### src/hdl/least_squares_loss_gradient_core_assert.svh
// Assertion macros shared by the loss and gradient core.
// All of them sample on the core clock and are off while reset is low.
`ifndef LEAST_SQUARES_LOSS_GRADIENT_CORE_ASSERT_SVH
`define LEAST_SQUARES_LOSS_GRADIENT_CORE_ASSERT_SVH

// The consequent must hold in the same cycle as the antecedent.
`define LSLG_ASSERT_IMP(lbl, ante, cons) \
    lbl: assert property (@(posedge i_clk) disable iff (!i_rst_n) (ante) |-> (cons)) \
        else $error("lslg assertion failed");

// The consequent must hold in the cycle after the antecedent.
`define LSLG_ASSERT_NXT(lbl, ante, cons) \
    lbl: assert property (@(posedge i_clk) disable iff (!i_rst_n) (ante) |=> (cons)) \
        else $error("lslg assertion failed");

`endif

### src/hdl/lslg_pkg.sv
`default_nettype none

package lslg_pkg;

    localparam int DIM         = 1024;
    localparam int IDX_W       = 10;
    localparam int VAL_W       = 32;
    localparam int SID_W       = 24;
    localparam int CMD_W       = 2;
    localparam int ACC_W       = 64;
    localparam int RES_W       = 49;
    localparam int IN_TDATA_W  = 72;
    localparam int OUT_TDATA_W = 96;
    localparam int QUEUE_DEPTH = 4;
    localparam int QPTR_W      = 2;
    localparam int QCNT_W      = 3;
    localparam int DIV_CNT_W   = 6;

    localparam logic [SID_W-1:0] SID_MAX     = '1;
    localparam logic             KIND_SAMPLE = 1'b0;
    localparam logic             KIND_BATCH  = 1'b1;

    typedef enum logic [CMD_W-1:0] {
        OP_LOAD = 2'd0,
        OP_FEAT = 2'd1,
        OP_END  = 2'd2,
        OP_FIN  = 2'd3
    } t_op;

    typedef struct packed {
        t_op                     op;
        logic [IDX_W-1:0]        index;
        logic signed [VAL_W-1:0] value;
        logic [SID_W-1:0]        sample_id;
    } t_item;

    typedef struct packed {
        logic                    empty_batch;
        logic                    overflow;
        logic [SID_W-1:0]        echo_id;
        logic [VAL_W-1:0]        mean_loss;
        logic signed [VAL_W-1:0] gradient;
        logic                    kind;
    } t_result;

    typedef struct packed {
        logic busy;
        logic done;
    } t_div_sts;

    typedef enum logic [3:0] {
        BS_IDLE,
        BS_MUL,
        BS_ACC,
        BS_RES,
        BS_MAG,
        BS_SQ,
        BS_LOSS,
        BS_FIN,
        BS_DIV,
        BS_FOUT
    } t_bstate;

endpackage

`default_nettype wire

### src/hdl/lslg_front.sv
`default_nettype none

module lslg_front (
    input  wire                               i_clk,
    input  wire                               i_rst_n,
    input  wire                               i_tvalid,
    output logic                              o_tready,
    input  wire  [lslg_pkg::IN_TDATA_W-1:0]   i_tdata,
    input  wire  [lslg_pkg::CMD_W-1:0]        i_tuser,
    input  wire                               i_q_full,
    output logic                              o_push,
    output lslg_pkg::t_item                   o_item
);

    logic            r_valid;
    logic            n_valid;
    lslg_pkg::t_item r_item;
    lslg_pkg::t_item n_item;
    logic            accept;

    // The holding register frees up whenever the queue takes its word.
    assign o_tready = !r_valid || !i_q_full;
    assign accept   = i_tvalid && o_tready;
    assign o_push   = r_valid && !i_q_full;
    assign o_item   = r_item;

    always_comb begin
        n_valid = r_valid;
        n_item  = r_item;
        if (accept) begin
            n_valid          = 1'b1;
            n_item.op        = lslg_pkg::t_op'(i_tuser);
            n_item.index     = i_tdata[lslg_pkg::IDX_W-1:0];
            n_item.value     = i_tdata[lslg_pkg::IDX_W +: lslg_pkg::VAL_W];
            n_item.sample_id = i_tdata[lslg_pkg::IDX_W + lslg_pkg::VAL_W +: lslg_pkg::SID_W];
        end else if (o_push) begin
            n_valid = 1'b0;
        end
    end

    always_ff @(posedge i_clk) begin
        if (!i_rst_n) begin
            r_valid <= 1'b0;
        end else begin
            r_valid <= n_valid;
        end
        r_item <= n_item;
    end

endmodule

`default_nettype wire

### config.mk
export PLATFORM = sky130hd
export DESIGN_NAME = lslg_front
export DESIGN_NICKNAME = d
export VERILOG_FILES = /design/src/hdl/least_squares_loss_gradient_core_assert.svh /design/src/hdl/lslg_pkg.sv /design/src/hdl/lslg_front.sv
export SDC_FILE = /design/constraint.sdc
export NUM_CORES = 1
export LEC_CHECK = 0
export BUFFER_PORTS_ARGS = -buffer_cell sky130_fd_sc_hd__buf_2
export CAP_MARGIN = 20
export CORE_MARGIN = 4
export CORE_UTILIZATION = 40
export CTS_CLUSTER_SIZE = 10
export DETAILED_ROUTE_END_ITERATION = 12
export PLACE_DENSITY = 0.9
export RECOVER_POWER = 100
export SYNTH_ARGS = -nofsm -noshare
export SYNTH_HDL_FRONTEND = slang
export SYNTH_SLANG_ARGS = --single-unit
### constraint.sdc
create_clock -name i_clk -period 3.3 [get_ports i_clk]
set_clock_uncertainty 0.05 [all_clocks]
set_input_delay 0.33 -clock i_clk [delete_from_list [all_inputs] [get_ports i_clk]]
set_output_delay 0.33 -clock i_clk [all_outputs]
set_load 0.01 [all_outputs]
Word-level counts from Yosys, hierarchy flattened:

Cells that the tools add are included.

* register bits: 69
* input port bits: 78
* output and inout port bits: 70
* word-level logic and storage cells: 13

* muxes and demuxes: 2
* reductions and logical operators: 6

Operator list (count)
* $logic_and 1x1->1: 2
* $logic_not 1->1: 2
* $mux 1: 2
* $reduce_bool 2->1: 1
* $logic_or 1x1->1: 1

Depth between registers and ports, before layout:

* depth in word-level cells: 4
* gate-level depth with buffers: 2
* mapped depth without buffers: 2

Least setup slack after synthesis:

No wires, ideal clock.

* path kind: input port to flip-flop
* from: in i_q_full
* to: reg r_item, in the netlist o_item[0] (enable)
* arrival: 2.075 ns
* data required time: 2.816 ns
* path slack: 0.741 ns
* cell stages on the path: 2
* path buffers: 0
* cells stage by stage: nand2_1 -> and2_1

* cells in the longest elaborated chain, start to end: 3

Ends and longest elaborated chain
* start: declaration: RTL line lslg_front.sv:10 `input wire i_q_full,`
* $logic_not 1->1: RTL line lslg_front.sv:22 `assign o_tready = !r_valid || !i_q_full;`
* $logic_or 1x1->1: RTL line lslg_front.sv:22
* $logic_and 1x1->1: RTL line lslg_front.sv:23 `assign accept = i_tvalid && o_tready;`
* net accept: RTL line lslg_front.sv:19 `logic accept;`
* end signal: assignment: RTL line lslg_front.sv:47 `r_item <= n_item;`
* end: declaration: RTL line lslg_front.sv:17 `lslg_pkg::t_item r_item;`

The timed path passes the listed nets, and every way through them passes these cells.
A chain may end at the register's enable or synchronous reset.

Worst setup path after layout:

* from: reg r_valid
* to: reg r_item, in the netlist o_item[1] (enable)

* cells in the longest elaborated chain, start to end: 3

Ends and longest elaborated chain
* start: declaration: RTL line lslg_front.sv:15 `logic r_valid;`
* start signal: assignment: RTL line lslg_front.sv:45 `r_valid <= n_valid;`
* $logic_not 1->1: RTL line lslg_front.sv:22
* $logic_or 1x1->1: RTL line lslg_front.sv:22
* $logic_and 1x1->1: RTL line lslg_front.sv:23
* net accept: RTL line lslg_front.sv:19

The timed path passes the listed nets, and every way through them passes these cells.

==> metrics.txt <==
Starting Density 0.412; area of the mapped netlist 2090 µm²; required time worst endpoint 3.24 ns; Worst slew margin 0.0986; fraction of layout cells with a size suffix above 1 0.369; Mapped Cells 74; length of the first detailed-routing pass in iterations 3; CTS tree done; areal power density over the cells 593 nW/µm²; number of global-route vias before repair 1307; area taken by multi-input logic gates 30.0 µm²; antenna violations before repair 5; share of synthesized area occupied by flip-flops and latches 0.986; number of failing hold endpoints at the final stage 0; final estimated routing congestion in global placement 0.679; chip height 80.3 µm; wire length reported by the detailed router 4480 µm; leading cell types in the layout, fill and taps excluded sky130_fd_sc_hd__clkbuf_1 (71), sky130_fd_sc_hd__buf_2 (71), sky130_fd_sc_hd__edfxtp_1 (68); Post-CTS Hold Buffers 0; Final Cycle Share 0.701; run status completed; Post-CTS Setup Bufs 0; master cell of the clock root buffer sky130_fd_sc_hd__clkbuf_8; post-placement cell area 2900 µm²; number of levels the H-tree was split into 3; area of the die 6450 µm²; RSZ-0062 raised after global routing no; post-CTS clock slew at the launch and capture registers of the worst setup and hold paths 0.07 ns; per-cell via count in the routed design 4.12; final setup fails 0; syn_area_per_cell 28.3 µm²; area delta synth->final 43.4%; die outline width 80.3 µm; fin worst setup slack 0.988 ns; DRT antenna net count 0; worst-margin pin slew 1.35 ns; pin count of the biggest net entering global routing 28; clock latency of the later-clocked register in the worst-skew pair 0.32 ns; core box area 5070 µm²; number of instances resized during post-cts repair 0; Register Area 2060 µm²; number of CTS-inserted buffers 9; category of the worst setup path capture point flop; HP Class in -> reg; Bufs on Longest Clock Path 2; post-route standard cell area excluding fillers 3000 µm²; worst hold margin 0.127 ns; total global-route track usage 0.143; DRC marker count from the first detailed-route iteration 25; number of synthesis warnings 0; number of sinks driven by the clock tree 69; total DRC errors in the routed layout 0; worst-case setup slack after placement 1.48 ns; overflow left after global routing 0; global-route wire length before repair 6320 µm; Setup TNS Final 0 ns; post-route minimum period 2.31 ns; top fanout value on the critical path 27; post-synthesis register bit count 69; type of the worst setup path reg -> reg; number of ports placed on the die boundary 148; maximum resistive drop on vdd 325 µV; via count 1256; input/output buffers 141; Arr. time, crit path 2.25 ns; dpl hpwl 3530 µm; critical path startpoint category flop; number of rows created at floorplan 26; count of filler cells inserted in the layout 434; maxcap violations 0; synthesized net count 152; routed wirelength normalized by instance count 14.7 µm; Yosys cell types 7; max-slew violations 0; Static Leakage 1.14 nW; number of nets in the final layout 306; Max Freq 0.433 GHz
## per-stage QoR
step,instances,util,power [mW]
finish,305,0.591,1.78
detailed placement,287,0.572,1.20
CTS,303,0.607,1.81
floorplan,74,-,1.10
global placement,287,0.572,1.19
global route,305,0.591,1.87
## worst max-delay path, cell delays in order (launching register included)
cell	delay, ns
sky130_fd_sc_hd__dfxtp_1	0.32
sky130_fd_sc_hd__nand2_1	0.07
sky130_fd_sc_hd__and2_0	1.02
sky130_fd_sc_hd__buf_4	0.49
## layout make-up
cell class                 instances  area share
sequential                        69       0.688
timing repair buffer             143       0.211
clock buffer                      10      0.0426
tap                               70      0.0292
clock inverter                     6      0.0179
multi-input combinational          5      0.0100
antenna                            2     0.00167
## sequential cells by signal (all words and copies together) (netlist names)
register	flops
o_item	68
r_valid	1
## logic make-up (layout without fill, tap and decap cells)
logic type,after synthesis,in the layout,share of synthesized area
other cells,0,2,0
buf+inv,0,159,0
compound gates,1,1,0.00239
simple gates,4,4,0.0120
flops,69,69,0.986
## worst paths after layout
path / start / end / slack [ns] / depth (start not counted)
worst min-delay path: i_tdata[15] / o_item[29] / 0.13 / 1
worst max-delay path: r_valid / o_item[1] / 0.99 / 3
worst max register to register: r_valid / o_item[1] / 0.99 / 3
worst min register to register: r_valid / r_valid / 0.51 / 2
## synth_stat cells
| library cell | count | area [µm²] |
|---|---|---|
| sky130_fd_sc_hd__a21oi_1 | 1 | 5.00 |
| sky130_fd_sc_hd__and2_1 | 1 | 6.26 |
| sky130_fd_sc_hd__and2b_2 | 1 | 8.76 |
| sky130_fd_sc_hd__dfxtp_1 | 1 | 20.0 |
| sky130_fd_sc_hd__edfxtp_1 | 68 | 2040 |
| sky130_fd_sc_hd__nand2_1 | 1 | 3.75 |
| sky130_fd_sc_hd__nor2b_1 | 1 | 6.26 |
## metal layers
layer  vias up  GRT usage  wire length, µm
met5         -          0               38
met4         6     0.0709               63
met3        11      0.102              616
met2        80      0.222             2150
met1       550      0.143             1610
li1        609          -                -
## report_power, final
| group | internal, mW | switching, mW | leakage (nW) |
|---|---|---|---|
| Clock | 0.340 | 0.276 | 0.0888 |
| Combinational | 0.0507 | 0.0760 | 0.384 |
| Sequential | 1.02 | 0.0126 | 0.666 |
(Power assumes the default switching activity.)
