$ cat src/hdl/least_squares_loss_gradient_core_assert.svh
// Assertion macros shared by the loss and gradient core.
// All of them sample on the core clock and are off while reset is low.
`ifndef LEAST_SQUARES_LOSS_GRADIENT_CORE_ASSERT_SVH
`define LEAST_SQUARES_LOSS_GRADIENT_CORE_ASSERT_SVH

// The consequent must hold in the same cycle as the antecedent.
`define LSLG_ASSERT_IMP(lbl, ante, cons) \
    lbl: assert property (@(posedge i_clk) disable iff (!i_rst_n) (ante) |-> (cons)) \
        else $error("lslg assertion failed");

// The consequent must hold in the cycle after the antecedent.
`define LSLG_ASSERT_NXT(lbl, ante, cons) \
    lbl: assert property (@(posedge i_clk) disable iff (!i_rst_n) (ante) |=> (cons)) \
        else $error("lslg assertion failed");

`endif

$ cat src/hdl/lslg_pkg.sv
`default_nettype none

package lslg_pkg;

    localparam int DIM         = 1024;
    localparam int IDX_W       = 10;
    localparam int VAL_W       = 32;
    localparam int SID_W       = 24;
    localparam int CMD_W       = 2;
    localparam int ACC_W       = 64;
    localparam int RES_W       = 49;
    localparam int IN_TDATA_W  = 72;
    localparam int OUT_TDATA_W = 96;
    localparam int QUEUE_DEPTH = 4;
    localparam int QPTR_W      = 2;
    localparam int QCNT_W      = 3;
    localparam int DIV_CNT_W   = 6;

    localparam logic [SID_W-1:0] SID_MAX     = '1;
    localparam logic             KIND_SAMPLE = 1'b0;
    localparam logic             KIND_BATCH  = 1'b1;

    typedef enum logic [CMD_W-1:0] {
        OP_LOAD = 2'd0,
        OP_FEAT = 2'd1,
        OP_END  = 2'd2,
        OP_FIN  = 2'd3
    } t_op;

    typedef struct packed {
        t_op                     op;
        logic [IDX_W-1:0]        index;
        logic signed [VAL_W-1:0] value;
        logic [SID_W-1:0]        sample_id;
    } t_item;

    typedef struct packed {
        logic                    empty_batch;
        logic                    overflow;
        logic [SID_W-1:0]        echo_id;
        logic [VAL_W-1:0]        mean_loss;
        logic signed [VAL_W-1:0] gradient;
        logic                    kind;
    } t_result;

    typedef struct packed {
        logic busy;
        logic done;
    } t_div_sts;

    typedef enum logic [3:0] {
        BS_IDLE,
        BS_MUL,
        BS_ACC,
        BS_RES,
        BS_MAG,
        BS_SQ,
        BS_LOSS,
        BS_FIN,
        BS_DIV,
        BS_FOUT
    } t_bstate;

endpackage

`default_nettype wire

$ cat src/hdl/lslg_fifo.sv
`default_nettype none

module lslg_fifo (
    input  wire              i_clk,
    input  wire              i_rst_n,
    input  wire              i_push,
    input  lslg_pkg::t_item  i_item,
    input  wire              i_pop,
    output logic             o_full,
    output logic             o_empty,
    output lslg_pkg::t_item  o_head
);

    lslg_pkg::t_item                r_buf [lslg_pkg::QUEUE_DEPTH];
    logic [lslg_pkg::QPTR_W-1:0]    r_wr_ptr;
    logic [lslg_pkg::QPTR_W-1:0]    r_rd_ptr;
    logic [lslg_pkg::QCNT_W-1:0]    r_cnt;
    logic                           do_push;
    logic                           do_pop;

    assign o_full  = (r_cnt == lslg_pkg::QCNT_W'(lslg_pkg::QUEUE_DEPTH));
    assign o_empty = (r_cnt == '0);
    assign o_head  = r_buf[r_rd_ptr];
    assign do_push = i_push && !o_full;
    assign do_pop  = i_pop && !o_empty;

    always_ff @(posedge i_clk) begin
        if (!i_rst_n) begin
            r_wr_ptr <= '0;
            r_rd_ptr <= '0;
            r_cnt    <= '0;
        end else begin
            if (do_push) begin
                r_wr_ptr <= r_wr_ptr + 1'b1;
            end
            if (do_pop) begin
                r_rd_ptr <= r_rd_ptr + 1'b1;
            end
            if (do_push && !do_pop) begin
                r_cnt <= r_cnt + 1'b1;
            end else if (do_pop && !do_push) begin
                r_cnt <= r_cnt - 1'b1;
            end
        end
        if (do_push) begin
            r_buf[r_wr_ptr] <= i_item;
        end
    end

endmodule

`default_nettype wire

$ cat config.mk
export PLATFORM = sky130hd
export DESIGN_NAME = lslg_fifo
export DESIGN_NICKNAME = d
export VERILOG_FILES = /design/src/hdl/least_squares_loss_gradient_core_assert.svh /design/src/hdl/lslg_pkg.sv /design/src/hdl/lslg_fifo.sv
export SDC_FILE = /design/constraint.sdc
export NUM_CORES = 1
export LEC_CHECK = 0
export CAP_MARGIN = 5
export CORE_MARGIN = 2
export CORE_UTILIZATION = 45
export DETAILED_ROUTE_END_ITERATION = 6
export DONT_BUFFER_PORTS = 1
export PLACE_DENSITY = 0.57
export SYNTH_ARGS = -nofsm -noshare
export SYNTH_HDL_FRONTEND = slang
export SYNTH_SLANG_ARGS = --single-unit
export TNS_END_PERCENT = 30
$ cat constraint.sdc
create_clock -name i_clk -period 3.3 [get_ports i_clk]
set_clock_uncertainty 0.1 [all_clocks]
set_input_delay 0.165 -clock i_clk [delete_from_list [all_inputs] [get_ports i_clk]]
set_output_delay 0.165 -clock i_clk [all_outputs]
set_load 0.01 [all_outputs]
After elaboration in Yosys (flattened, before gate mapping)

Memories as Yosys holds them, arrays and structs flattened. A register that Yosys moved wholly into a read port is not among the register bits.
Index checks and enable logic that the tools add are counted.

Eq/ne operators: 1
Add/subtract/negate cells: 4
Reduce and logical (&&, ||, !) cells: 10
Multiplexer cells: 6

Operator list:

| operator              | count |
|---|---|
| $mux W3               | 2 |
| $add A2 B1 Y2 const B | 2 |
| $logic_and A1 B1 Y1   | 4 |
| $logic_not A1 Y1      | 4 |
| $mux W2               | 2 |
| $add A3 B1 Y3 const B | 1 |
| $eq A3 B3 Y1 const B  | 1 |
| $logic_not A3 Y1      | 1 |
| $sub A3 B1 Y3 const B | 1 |
| $mux W1               | 2 |
| $reduce_bool A2 Y1    | 1 |

Register bits: 7
Memories kept: 1
RAM bits: 272
Bits of input ports: 72
Word-level logic and storage cells: 25

Memories:

| name  | words | bits a word | rd ports | clocked after Yosys merged registers in | write ports | RTL line        | source |
|---|---|---|---|---|---|---|---|
| r_buf | 4     | 68          | 1        | 1                                       | 1           | lslg_fifo.sv:14 | `lslg_pkg::t_item r_buf [lslg_pkg::QUEUE_DEPTH];` |

Depth between registers and ports, before layout

Gate-level depths: netlist of run 1.

Depth in word-level cells: 7
Gate-level depth with buffers: 9

Worst setup path after synthesis of run 1

Ideal clock, no wire load.

Path type: register to register
Start: reg r_cnt[0] in the netlist's numbering
End: mem r_buf[2][10] in the netlist's numbering, enable pin
Setup time: 433 ps
Slack: 239 ps
Path buffers: 1
Cell stages (with the launch flop): 5
Arrival time: 2528 ps
Clock period less this slack: 3061 ps
Cell sequence: dfxtp_1 > nor3b_1 > nor2b_1 > clkbuf_1 > and2_1

Longest elaborated chain between the ends: 5

RTL lines:

| item                          | RTL line        | source |
|---|---|---|
| start: declaration            | lslg_fifo.sv:17 | `logic [lslg_pkg::QCNT_W-1:0] r_cnt;` |
| start signal: assignment      | lslg_fifo.sv:40 | `r_cnt <= r_cnt + 1'b1;` |
| start signal: assignment      | lslg_fifo.sv:42 | `r_cnt <= r_cnt - 1'b1;` |
| $eq A3 B3 Y1                  | lslg_fifo.sv:21 | `assign o_full = (r_cnt == lslg_pkg::QCNT_W'(lslg_pkg::QUEUE_DEPTH));` |
| net o_full                    | lslg_fifo.sv:9  | `output logic o_full,` |
| $logic_not A1 Y1              | lslg_fifo.sv:24 | `assign do_push = i_push && !o_full;` |
| $logic_and A1 B1 Y1           | lslg_fifo.sv:24 |  |
| net do_push                   | lslg_fifo.sv:18 | `logic do_push;` |
| $mux W1                       | lslg_fifo.sv:45 | `if (do_push) begin` |
| $mux W1 (not written as such) | lslg_fifo.sv:46 | `r_buf[r_wr_ptr] <= i_item;` |
| end: declaration              | lslg_fifo.sv:14 |  |

The timed path passes the listed nets, and every way through them passes these cells.

Worst setup path in the final report of run 1

Start: reg r_cnt[0] in the netlist's numbering
End: reg r_cnt[2] in the netlist's numbering

Longest elaborated chain between the ends: 6
Elaborated cells on any way between the ends: 15
Classes of those cells: add/sub (2); eq/ne (1); mux (2); reduce/logical (10)

RTL lines:

| item                         | RTL line        | source |
|---|---|---|
| $eq A3 B3 Y1 (*)             | lslg_fifo.sv:21 |  |
| net o_full                   | lslg_fifo.sv:9  |  |
| $logic_not A1 Y1 (*)         | lslg_fifo.sv:24 |  |
| $logic_and A1 B1 Y1 (*)      | lslg_fifo.sv:24 |  |
| $logic_not A1 Y1             | lslg_fifo.sv:41 | `end else if (do_pop && !do_push) begin` |
| $logic_and A1 B1 Y1          | lslg_fifo.sv:41 |  |
| $reduce_bool A2 Y1 (no line) | --              |  |

Mark *: on every way through the listed nets, which the timed path passes. The rest lies on a longest branch. The select of a mux whose other input is x is not followed.
A chain may end at the register's enable or synchronous reset.

==> results of run 1 <==
[cells in the mapped netlist]
library cell and number:
mux2i_1 3, xnor2_1 3, buf_4 4, nor3_1 1, nor2b_1 2, ha_1 5, buf_12 3, mux4_2 68
a21boi_0 1, o311ai_0 1, inv_1 3, edfxtp_1 272, dfxtp_1 9, buf_2 4, fa_1 1, o31ai_1 1
xor2_1 1, or3_1 1, nand2_1 4, and2_1 8, o21ai_0 1, nor3b_1 1, buf_6 1, clkbuf_1 6
[kinds of logic (layout without fill, tap and decap cells)]
logic type      count (synthesis)  count (layout)  synth area share, %
flops                         281             281                 81.0
mux                            71              71                 15.1
buf+inv                        21             132                 1.51
simple gates                   17              17                0.935
fa+ha+maj                       6               6                0.801
compound gates                  4               4                0.279
xor+xnor                        4               4                0.340
[worst max path at each step]
stage / start / to / slack [ns] / cells after the start
after floorplan: r_cnt[0] / r_buf[2][0] / 0.24 / 4
after global placement: r_cnt[0] / r_cnt[2] / 0.79 / 8
after detailed placement: r_cnt[0] / r_cnt[2] / 0.57 / 8
after CTS: r_cnt[0] / r_cnt[2] / 0.56 / 8
after global routing: r_cnt[0] / r_cnt[2] / 0.35 / 8
final: r_cnt[0] / r_cnt[2] / 0.59 / 8
[stage by stage]
step	std cells	worst slack, ns	power, uW	hold slack (ns)
global route	800	0.353	9820	0.225
CTS	800	0.557	9570	0.212
global placement	677	0.788	6330	0.164
detailed placement	677	0.574	6370	0.164
finish	800	0.588	9400	0.235
floorplan	404	0.239	6010	0.164
[what timing repair did]
| action | CTS | global route |
|---|---|---|
| setup buffers | 0 | 0 |
| hold buffers | 71 | 0 |
| hold endpoints to repair | 281 | 0 |
[metal layers]
| layer | track usage [%] | part of all wire, % | up-vias |
|---|---|---|---|
| li1 | - | - | 1903 |
| met1 | 19.7 | 41 | 2287 |
| met2 | 25.8 | 50 | 122 |
| met3 | 4.12 | 6.7 | 27 |
| met4 | 3.89 | 1.5 | 0 |
| met5 | 0 | 0 | - |
[critical path, delay by kind of cell (launching register included)]
| kind | cells | cell delay (ns) |
|---|---|---|
| adders and majority gates | 2 | 0.67 |
| DFF | 1 | 0.46 |
| AOI/OAI and AO/OA | 1 | 0.17 |
| xor gates and xnor gates | 1 | 0.18 |
| and+or+nand+nor | 3 | 0.97 |
| buffers and inverters | 1 | 0.07 |
[registers in the layout, indices dropped and copies added (netlist names), named ones only]
signal and cells:
r_buf 272, r_cnt 3, r_rd_ptr 2, r_wr_ptr 2
[cell type report]
class | count | area [sq um] | area share [%]
Clock inverter | 9 | 71.3 | 0.581
Clock buffer | 43 | 848 | 6.91
Sequential cell | 281 | 8360 | 68.1
Inverter | 3 | 11.3 | 0.0917
Multi-Input combinational cell | 102 | 1810 | 14.8
Timing Repair Buffer | 77 | 818 | 6.67
Tap cell | 285 | 357 | 2.90
[power groups by stage]
stage | registers, uW | clock network [uW] | logic [uW]
after floorplan | 4490 | 0 | 1520
after global placement | 4660 | 0 | 1680
after detailed placement | 4690 | 0 | 1680
after CTS | 4610 | 3170 | 1790
after global routing | 4640 | 3300 | 1870
final | 4580 | 3070 | 1740
==> results.sh, run 1 <==
export IMPL_run_status="finished, final reports clean"
export IMPL_power_frac_seq_pct=48.8
export IMPL_first_pass_iters=5
export IMPL_cp_max_fo=7
export IMPL_drtIter0Drc=189
export IMPL_grt_pass1_wl_um=27900
export IMPL_dpl_hpwl_um=9890
export IMPL_synth_fp_nets=482
export IMPL_die_w_um=155
export IMPL_worstReg2RegStart="r_cnt[0]"
export IMPL_synthTopCellsByArea="edfxtp_1 (79%), mux4_2 (15%), dfxtp_1 (1.7%), ha_1 (0.61%), buf_12 (0.58%)"
export IMPL_clkTransAtPathRegs_ns=0.06
export IMPL_clk_insertion_delay_late_ns=0.53
export IMPL_via_per_inst=5.42
export IMPL_rr_worst_depth=8
export IMPL_p_int_uw=7010
export IMPL_drt_wl_total_um=18300
export IMPL_numCtsBuffers=29
export IMPL_final_common_cell="edfxtp_1"
export IMPL_design_core_area_sq_um=22600
export IMPL_drtAntennaViolNets=0
export IMPL_worst_pin_slew_ns=1.03
export IMPL_min_to="r_buf[2][4]"
export IMPL_grt_max_degree=69
export IMPL_cts_tree="yes"
export IMPL_area_growth_pct=19.1
export IMPL_synth_top_cell_area_share_pct=79.2
export IMPL_yosys_area_top_type="edfxtp_1"
export IMPL_htree_levels=1
export IMPL_worst_ep_arrival_time_ns=3.07
export IMPL_grt_setup_unrepaired="no"
export IMPL_clk_path_buf_depth=3
export IMPL_dpl_cell_area_sq_um=10600
export IMPL_leakage_uw=0.00386
export IMPL_drc_errors=0
export IMPL_fin_util_pct=54.4
export IMPL_final_nets=572
export IMPL_fmax_mhz=369
export IMPL_design_area_sq_um=12300
export IMPL_antenna_found_initial=0
export IMPL_pwr_share_comb_pct=18.5
export IMPL_layout_min_cycle_time_ns=2.71
export IMPL_grt_ovfl_total=0
export IMPL_clock_sinks=281
export IMPL_slew_viol_final=0
export IMPL_yosysSeqAreaShare_pct=81.0
export IMPL_pin_count=142
export IMPL_first_global_vias=4707
export IMPL_timing_rr_end="r_cnt[2]"
export IMPL_final_layout_size_suffix_gt1_share_pct=23.9
export IMPL_dieArea_sq_um=24100
export IMPL_hold_path_depth=1
export IMPL_postSynthAreaPerCell_sq_um=25.5
export IMPL_cts_resized=0
export IMPL_p_clk_share_pct=32.7
export IMPL_cp_required_ns=3.65
export IMPL_yosysWarnings=0
export IMPL_min_path_type="in2reg"
export IMPL_ys_ff_latch=281
export IMPL_critPathLaunchType="flip-flop"
export IMPL_r2r_setup_slack_ns=0.59
export IMPL_gp_congestion=0.700
export IMPL_grt_total_usage_pct=15.2
export IMPL_portBuffers=0
export IMPL_critPathKind="reg2reg"
export IMPL_cap_violations=0
export IMPL_routed_via_count=4339
export IMPL_synth_area_sq_um=10300
export IMPL_finalSetupViolations=0
export IMPL_cts_root_buf="clkbuf_16"
export IMPL_critical_path_slowest_cell="nor2b_1"
export IMPL_finalCritPeriodShare_pct=82.2
export IMPL_path_cells="nor3b_1 > nor2b_1 > ha_1 > inv_1 > fa_1 > xor2_1 > or3_1 > a21boi_0"
export IMPL_rows=55
export IMPL_power_switching_uw=2390
export IMPL_wl_per_cell_um=22.9
export IMPL_swShare_pct=25.4
export IMPL_peakVddDrop_v=0.000380
export IMPL_die_h_um=155
export IMPL_powerDensity_nw_per_um2=766
export IMPL_critPathCaptureType="flip-flop"
export IMPL_start_util_pct=45.7
export IMPL_setup_tns_ns=0
export IMPL_cpPeakStageDelay_ns=0.51
export IMPL_hold_viol=0
export IMPL_synth_cells=404
export IMPL_final_cell_mix="edfxtp_1 (272), dlygate4sd3_1 (71), mux4_2 (68)"
export IMPL_slew_headroom_pct=31.3
export IMPL_antenna_cells=0
export IMPL_fillerInstances=1723
export IMPL_min_from="i_item[4]"
export IMPL_ys_types=24
(Power assumes the default switching activity.)
==> run 2: changes to the inputs <==
--- a/config.mk
+++ b/config.mk
@@ -5,6 +5,7 @@
 export SDC_FILE = /design/constraint.sdc
 export NUM_CORES = 1
 export LEC_CHECK = 0
+export ABC_AREA = 1
 export CAP_MARGIN = 5
 export CORE_MARGIN = 2
 export CORE_UTILIZATION = 45
==> constraint.sdc (replaced) <==
create_clock -name i_clk -period 2.7 [get_ports i_clk]
set_clock_uncertainty 0.1 [all_clocks]
set_input_delay 0.135 -clock i_clk [delete_from_list [all_inputs] [get_ports i_clk]]
set_output_delay 0.135 -clock i_clk [all_outputs]
set_load 0.01 [all_outputs]
==> results.sh, run 2 <==
export IMPL_peakVddDrop_v=0.000595
export IMPL_grt_pass1_wl_um=33300
export IMPL_synth_fa_ha_area_share_pct=0.783
export IMPL_critPathLaunchType="flip-flop"
export IMPL_leakage_uw=0.00416
export IMPL_finalCritPeriodShare_pct=89.2
export IMPL_routed_via_count=6107
export IMPL_final_cell_mix="edfxtp_1 (272), nor2_1 (146), o21ai_0 (132)"
export IMPL_synthTopCellsByCount="edfxtp_1 (272), nor2_1 (150), o21ai_0 (132)"
export IMPL_synthTopCellsByArea="edfxtp_1 (77%), o21ai_0 (6.3%), nor2_1 (5.3%), o22ai_1 (4.0%), dfxtp_1 (1.7%)"
export IMPL_finalSetupViolations=0
export IMPL_drtIter0Drc=486
export IMPL_rows=56
export IMPL_run_status="finished, final reports clean"
export IMPL_pwr_share_comb_pct=20.7
export IMPL_cts_root_buf="clkbuf_16"
export IMPL_first_pass_iters=5
export IMPL_post_synth_top_count_cell="edfxtp_1"
export IMPL_slew_viol_final=0
export IMPL_critPathKind="reg2out"
export IMPL_layout_min_cycle_time_ns=2.41
export IMPL_setup_tns_ns=0
export IMPL_drc_errors=0
export IMPL_total_power_uw=11600
export IMPL_min_path_type="in2reg"
export IMPL_final_layout_size_suffix_gt1_share_pct=7.49
export IMPL_grt_max_degree=137
export IMPL_dieArea_sq_um=24700
export IMPL_start_util_pct=45.3
export IMPL_synth_cells=727
export IMPL_portBuffers=0
export IMPL_power_frac_seq_pct=46.8
export IMPL_reg_largest_list="r_buf x272, r_cnt x3"
export IMPL_cap_violations=0
export IMPL_powerDensity_nw_per_um2=926
export IMPL_r2r_setup_slack_ns=0.38
export IMPL_ys_ff_latch=281
export IMPL_drtAntennaViolNets=0
export IMPL_power_switching_uw=3420
export IMPL_grt_total_usage_pct=17.5
export IMPL_synth_fp_nets=805
export IMPL_muxShareOfSynthArea_pct=0
export IMPL_grt_setup_unrepaired="no"
export IMPL_synth_xor_area_share_pct=0.0830
export IMPL_postSynthAreaPerCell_sq_um=14.5
export IMPL_yosysSeqAreaShare_pct=79.1
export IMPL_gp_congestion=0.781
export IMPL_clock_sinks=281
export IMPL_numCtsBuffers=29
export IMPL_final_common_cell="edfxtp_1"
export IMPL_die_h_um=157
export IMPL_worst_pin_slew_ns=0.757
export IMPL_yosysWarnings=0
export IMPL_synth_edf_count=272
export IMPL_fmax_mhz=415
export IMPL_antenna_found_initial=1
export IMPL_slew_headroom_pct=49.6
export IMPL_synth_top_family_by_area="compound AO/OA/AOI/OAI gates"
export IMPL_dpl_hpwl_um=12000
export IMPL_hold_viol=0
export IMPL_via_per_inst=5.32
export IMPL_clk_path_buf_depth=3
export IMPL_synth_area_sq_um=10500
export IMPL_synth_simple_area_share_pct=6.13
export IMPL_async_reset_ff_share_pct=0
export IMPL_first_global_vias=6046
export IMPL_ys_types=21
export IMPL_p_int_uw=8180
export IMPL_critPathCaptureType="primary output"
export IMPL_die_w_um=157
export IMPL_final_nets=884
export IMPL_synth_compound_area_share_pct=10.7
export IMPL_design_core_area_sq_um=23300
export IMPL_clkTransAtPathRegs_ns=0.06
export IMPL_cp_required_ns=2.47
export IMPL_synth_top_cell_area_share_pct=77.4
export IMPL_area_growth_pct=18.7
export IMPL_cts_tree="yes"
export IMPL_drt_wl_total_um=22100
export IMPL_worst_ep_arrival_time_ns=2.17
export IMPL_cp_max_fo=89
export IMPL_swShare_pct=29.5
export IMPL_hold_slack_ns=0.210
export IMPL_grt_ovfl_total=0
export IMPL_wl_per_cell_um=19.2
export IMPL_p_clk_share_pct=32.5
export IMPL_htree_levels=1
export IMPL_yosys_area_top_type="edfxtp_1"
export IMPL_pin_count=142
export IMPL_synth_main_ff_cell="edfxtp_1"
export IMPL_top_register="r_buf"
export IMPL_fillerInstances=1916
export IMPL_clk_insertion_delay_late_ns=0.54
export IMPL_largest_reg_flops=272
-- run 2: changes by cell type in the layout (fill, tap and decap cells not counted), moves of 8 or more --
| cell | previous run | this run |
|---|---|---|
| buf_4 | 1 | 16 |
| clkinv_1 | 2 | 10 |
| inv_1 | 3 | 16 |
| mux4_2 | 68 | 0 |
| nand2_1 | 4 | 15 |
| nor2_1 | 0 | 146 |
| o21ai_0 | 1 | 132 |
| o22ai_1 | 0 | 68 |
-- run 2: repair_timing --
item | 4_1_cts | 5_1_grt
hold buffers | 73 | 0
hold endpoints to repair | 281 | 0
resized for setup | 0 | 0
setup buffers | 0 | 0
-- run 2: metal layers --
metal / up-vias / track usage [%] / part of all wire, %
met5: - / 0 / 0
met4: 0 / 4.98 / 2.6
met3: 45 / 5.62 / 8.1
met2: 188 / 29.0 / 48
met1: 2998 / 22.2 / 41
li1: 2876 / - / -
-- run 2: worst max-delay path: stages, from the launching register on --
cell and delay (ns):
dfxtp_4 0.36, inv_6 0.46, buf_4 0.36, o21ai_0 0.11, o22ai_1 0.34
-- run 2: final timing paths --
check / start / endpoint / depth (start not counted)
worst min-delay path: i_item[15] / r_buf[1][15] / 1
worst min register to register: r_rd_ptr[1] / flip-flop / 2
worst max-delay path: flip-flop / o_head[33] / 4
worst max register to register: r_wr_ptr[0] / r_wr_ptr[1] / 7
-- run 2: area by class of cell --
| cell class | count | area, sq um | share of cell area, % |
|---|---|---|---|
| Clock buffer | 36 | 752 | 6.01 |
| Clock inverter | 17 | 155 | 1.24 |
| Antenna cell | 1 | 2.50 | 0.0200 |
| Timing Repair Buffer | 91 | 891 | 7.12 |
| Multi-Input combinational cell | 385 | 1890 | 15.1 |
| Tap cell | 319 | 399 | 3.19 |
| Inverter | 18 | 72.6 | 0.580 |
| Sequential cell | 281 | 8350 | 66.7 |
-- run 2: power by group through the flow --
stage	clock [uW]	sequential (uW)	combinational, uW
after CTS	3850	5430	2450
after global placement	0	5500	2250
final	3770	5430	2400
after floorplan	0	5500	1730
after global routing	4020	5460	2680
after detailed placement	0	5520	2310
-- run 2: logic make-up (layout without fill, tap and decap cells) --
| family | count (synthesis) | in the layout |
|---|---|---|
| fa+ha+maj | 6 | 6 |
| simple gates | 170 | 170 |
| buf+inv | 61 | 162 |
| flops | 281 | 281 |
| compound gates | 208 | 208 |
| other cells | 0 | 1 |
| xor+xnor | 1 | 1 |
-- run 2: through the flow --
stage | std cells | instance area [sq um] | util [%] | setup slack (ns)
5_1_grt | 1148 | 12500 | 53.8 | 0.116
6_report | 1148 | 12500 | 53.8 | 0.292
2_1_floorplan | 727 | 10600 | - | -0.300
4_1_cts | 1147 | 12500 | 53.8 | 0.223
3_3_place_gp | 1021 | 10900 | 46.8 | 0.819
3_5_place_dp | 1021 | 10900 | 46.8 | 0.685
==> run 3: changes to the inputs <==
--- a/config.mk
+++ b/config.mk
@@ -5,9 +5,7 @@
 export SDC_FILE = /design/constraint.sdc
 export NUM_CORES = 1
 export LEC_CHECK = 0
-export ABC_AREA = 1
 export CAP_MARGIN = 5
-export CORE_MARGIN = 2
 export CORE_UTILIZATION = 45
 export DETAILED_ROUTE_END_ITERATION = 6
 export DONT_BUFFER_PORTS = 1
==> results.sh, run 3 (synthesis results as in run 1) <==
export IMPL_run_status="finished, final reports clean"
export IMPL_drtAntennaViolNets=0
export IMPL_drc_errors=0
export IMPL_critPathCaptureType="flip-flop"
export IMPL_die_h_um=153
export IMPL_layout_min_cycle_time_ns=2.39
export IMPL_antenna_found_initial=0
export IMPL_numCtsBuffers=30
export IMPL_grt_setup_unrepaired="no"
export IMPL_first_pass_iters=4
export IMPL_setup_tns_ns=0
export IMPL_finalSetupViolations=0
export IMPL_clock_sinks=281
export IMPL_drtIter0Drc=207
export IMPL_critPathLaunchType="flip-flop"
export IMPL_rows=55
export IMPL_antenna_cells=0
export IMPL_reg_largest_list="r_buf x272, r_cnt x3"
export IMPL_final_cell_mix="edfxtp_1 (272), dlygate4sd3_1 (72), mux4_2 (68)"
export IMPL_final_layout_size_suffix_gt1_share_pct=23.4
export IMPL_gp_congestion=0.696
export IMPL_cp_max_fo=7
export IMPL_worst_ep_arrival_time_ns=2.75
export IMPL_leakage_uw=0.00386
export IMPL_worst_pin_slew_ns=1.09
export IMPL_slew_viol_final=0
export IMPL_drt_wl_total_um=17500
export IMPL_clk_path_buf_depth=3
export IMPL_clkTransAtPathRegs_ns=0.06
export IMPL_via_per_inst=5.38
export IMPL_fmax_mhz=419
export IMPL_setup_ws_ns=0.312
export IMPL_pin_count=142
export IMPL_dpl_hpwl_um=9630
export IMPL_place_ws_ns=0.313
export IMPL_critPathKind="reg2reg"
export IMPL_die_w_um=153
export IMPL_grt_total_usage_pct=15.1
export IMPL_wl_per_cell_um=21.8
export IMPL_start_util_pct=45.7
export IMPL_grt_pass1_wl_um=26800
export IMPL_htree_levels=1
export IMPL_portBuffers=0
export IMPL_grt_ovfl_total=0
export IMPL_powerDensity_nw_per_um2=935
export IMPL_dp_cells=679
export IMPL_hold_slack_ns=0.205
export IMPL_routed_via_count=4340
export IMPL_top_register="r_buf"
export IMPL_design_core_area_sq_um=22600
export IMPL_peakVddDrop_v=0.000645
export IMPL_dieArea_sq_um=23500
export IMPL_largest_reg_flops=272
export IMPL_finalNonFillerCells=806
export IMPL_first_global_vias=4610
export IMPL_hold_viol=0
export IMPL_final_nets=576
export IMPL_finalCritPeriodShare_pct=88.4
export IMPL_slew_headroom_pct=27.3
export IMPL_cts_tree="yes"
export IMPL_final_common_cell="edfxtp_1"
export IMPL_grt_max_degree=69
export IMPL_clk_insertion_delay_late_ns=0.53
export IMPL_area_growth_pct=19.0
export IMPL_cp_required_ns=3.06
export IMPL_cap_violations=0
export IMPL_min_path_type="in2reg"
export IMPL_cts_root_buf="clkbuf_16"
## run 3: changes by cell type in the layout (fill, tap and decap cells not counted), moves of 11 or more
| cell | previous run | this run |
|---|---|---|
| buf_4 | 16 | 5 |
| inv_1 | 16 | 3 |
| mux4_2 | 0 | 68 |
| nand2_1 | 15 | 4 |
| nor2_1 | 146 | 0 |
| o21ai_0 | 132 | 1 |
| o22ai_1 | 68 | 0 |
## run 3: timing repair
item,in CTS,in global routing
hold endpoints to repair,281,0
gates resized for setup,0,0
setup buffers,0,0
hold buffers,72,0
## run 3: worst paths after layout
check	depth (start not counted)	from	end	slack, ns
setup reg to reg	9	r_cnt[0]	r_cnt[2]	0.31
setup / recovery	9	r_cnt[0]	r_cnt[2]	0.31
hold / removal	1	i_item[28]	r_buf[0][28]	0.21
hold reg to reg	2	r_wr_ptr[0]	r_wr_ptr[0]	0.42
## run 3: per-stage QoR
stage	area [sq um]	util, %	total power, uW
2_1_floorplan	10300	-	7340
3_3_place_gp	10600	47.1	7750
3_5_place_dp	10600	47.1	7800
4_1_cts	12300	54.3	11600
5_1_grt	12300	54.3	11900
6_report	12300	54.3	11500
## run 3: final cells by class
type,instances,area [sq um]
repair buffers,80,818
flip-flops and latches,281,8360
clock inverters,9,47.5
inverters,3,11.3
fillers,1721,10300
clock buffers,46,862
well taps,285,357
multi-input cells,102,1810
## run 3: power breakdown
group | internal [uW] | switching [uW] | total [uW]
registers | 5310 | 234 | 5540
logic | 1040 | 1180 | 2220
clock network | 2190 | 1520 | 3710
total | 8540 | 2940 | 11500
## run 3: critical path, cell delays in order, from the launching register on
cell      delay (ns)
dfxtp_1         0.45
nor3b_1         0.14
nor2b_1         0.14
buf_4           0.18
ha_1            0.20
inv_1           0.06
fa_1            0.38
xor2_1          0.19
or3_1           0.32
a21boi_0        0.16
## run 3: per-layer routing
layer | track usage (%) | vias to the layer above | wire length (um)
met5 | 0 | - | 0
met3 | 3.94 | 30 | 925
met4 | 4.43 | 0 | 404
li1 | - | 1918 | -
met2 | 25.4 | 112 | 8780
met1 | 19.3 | 2280 | 7440
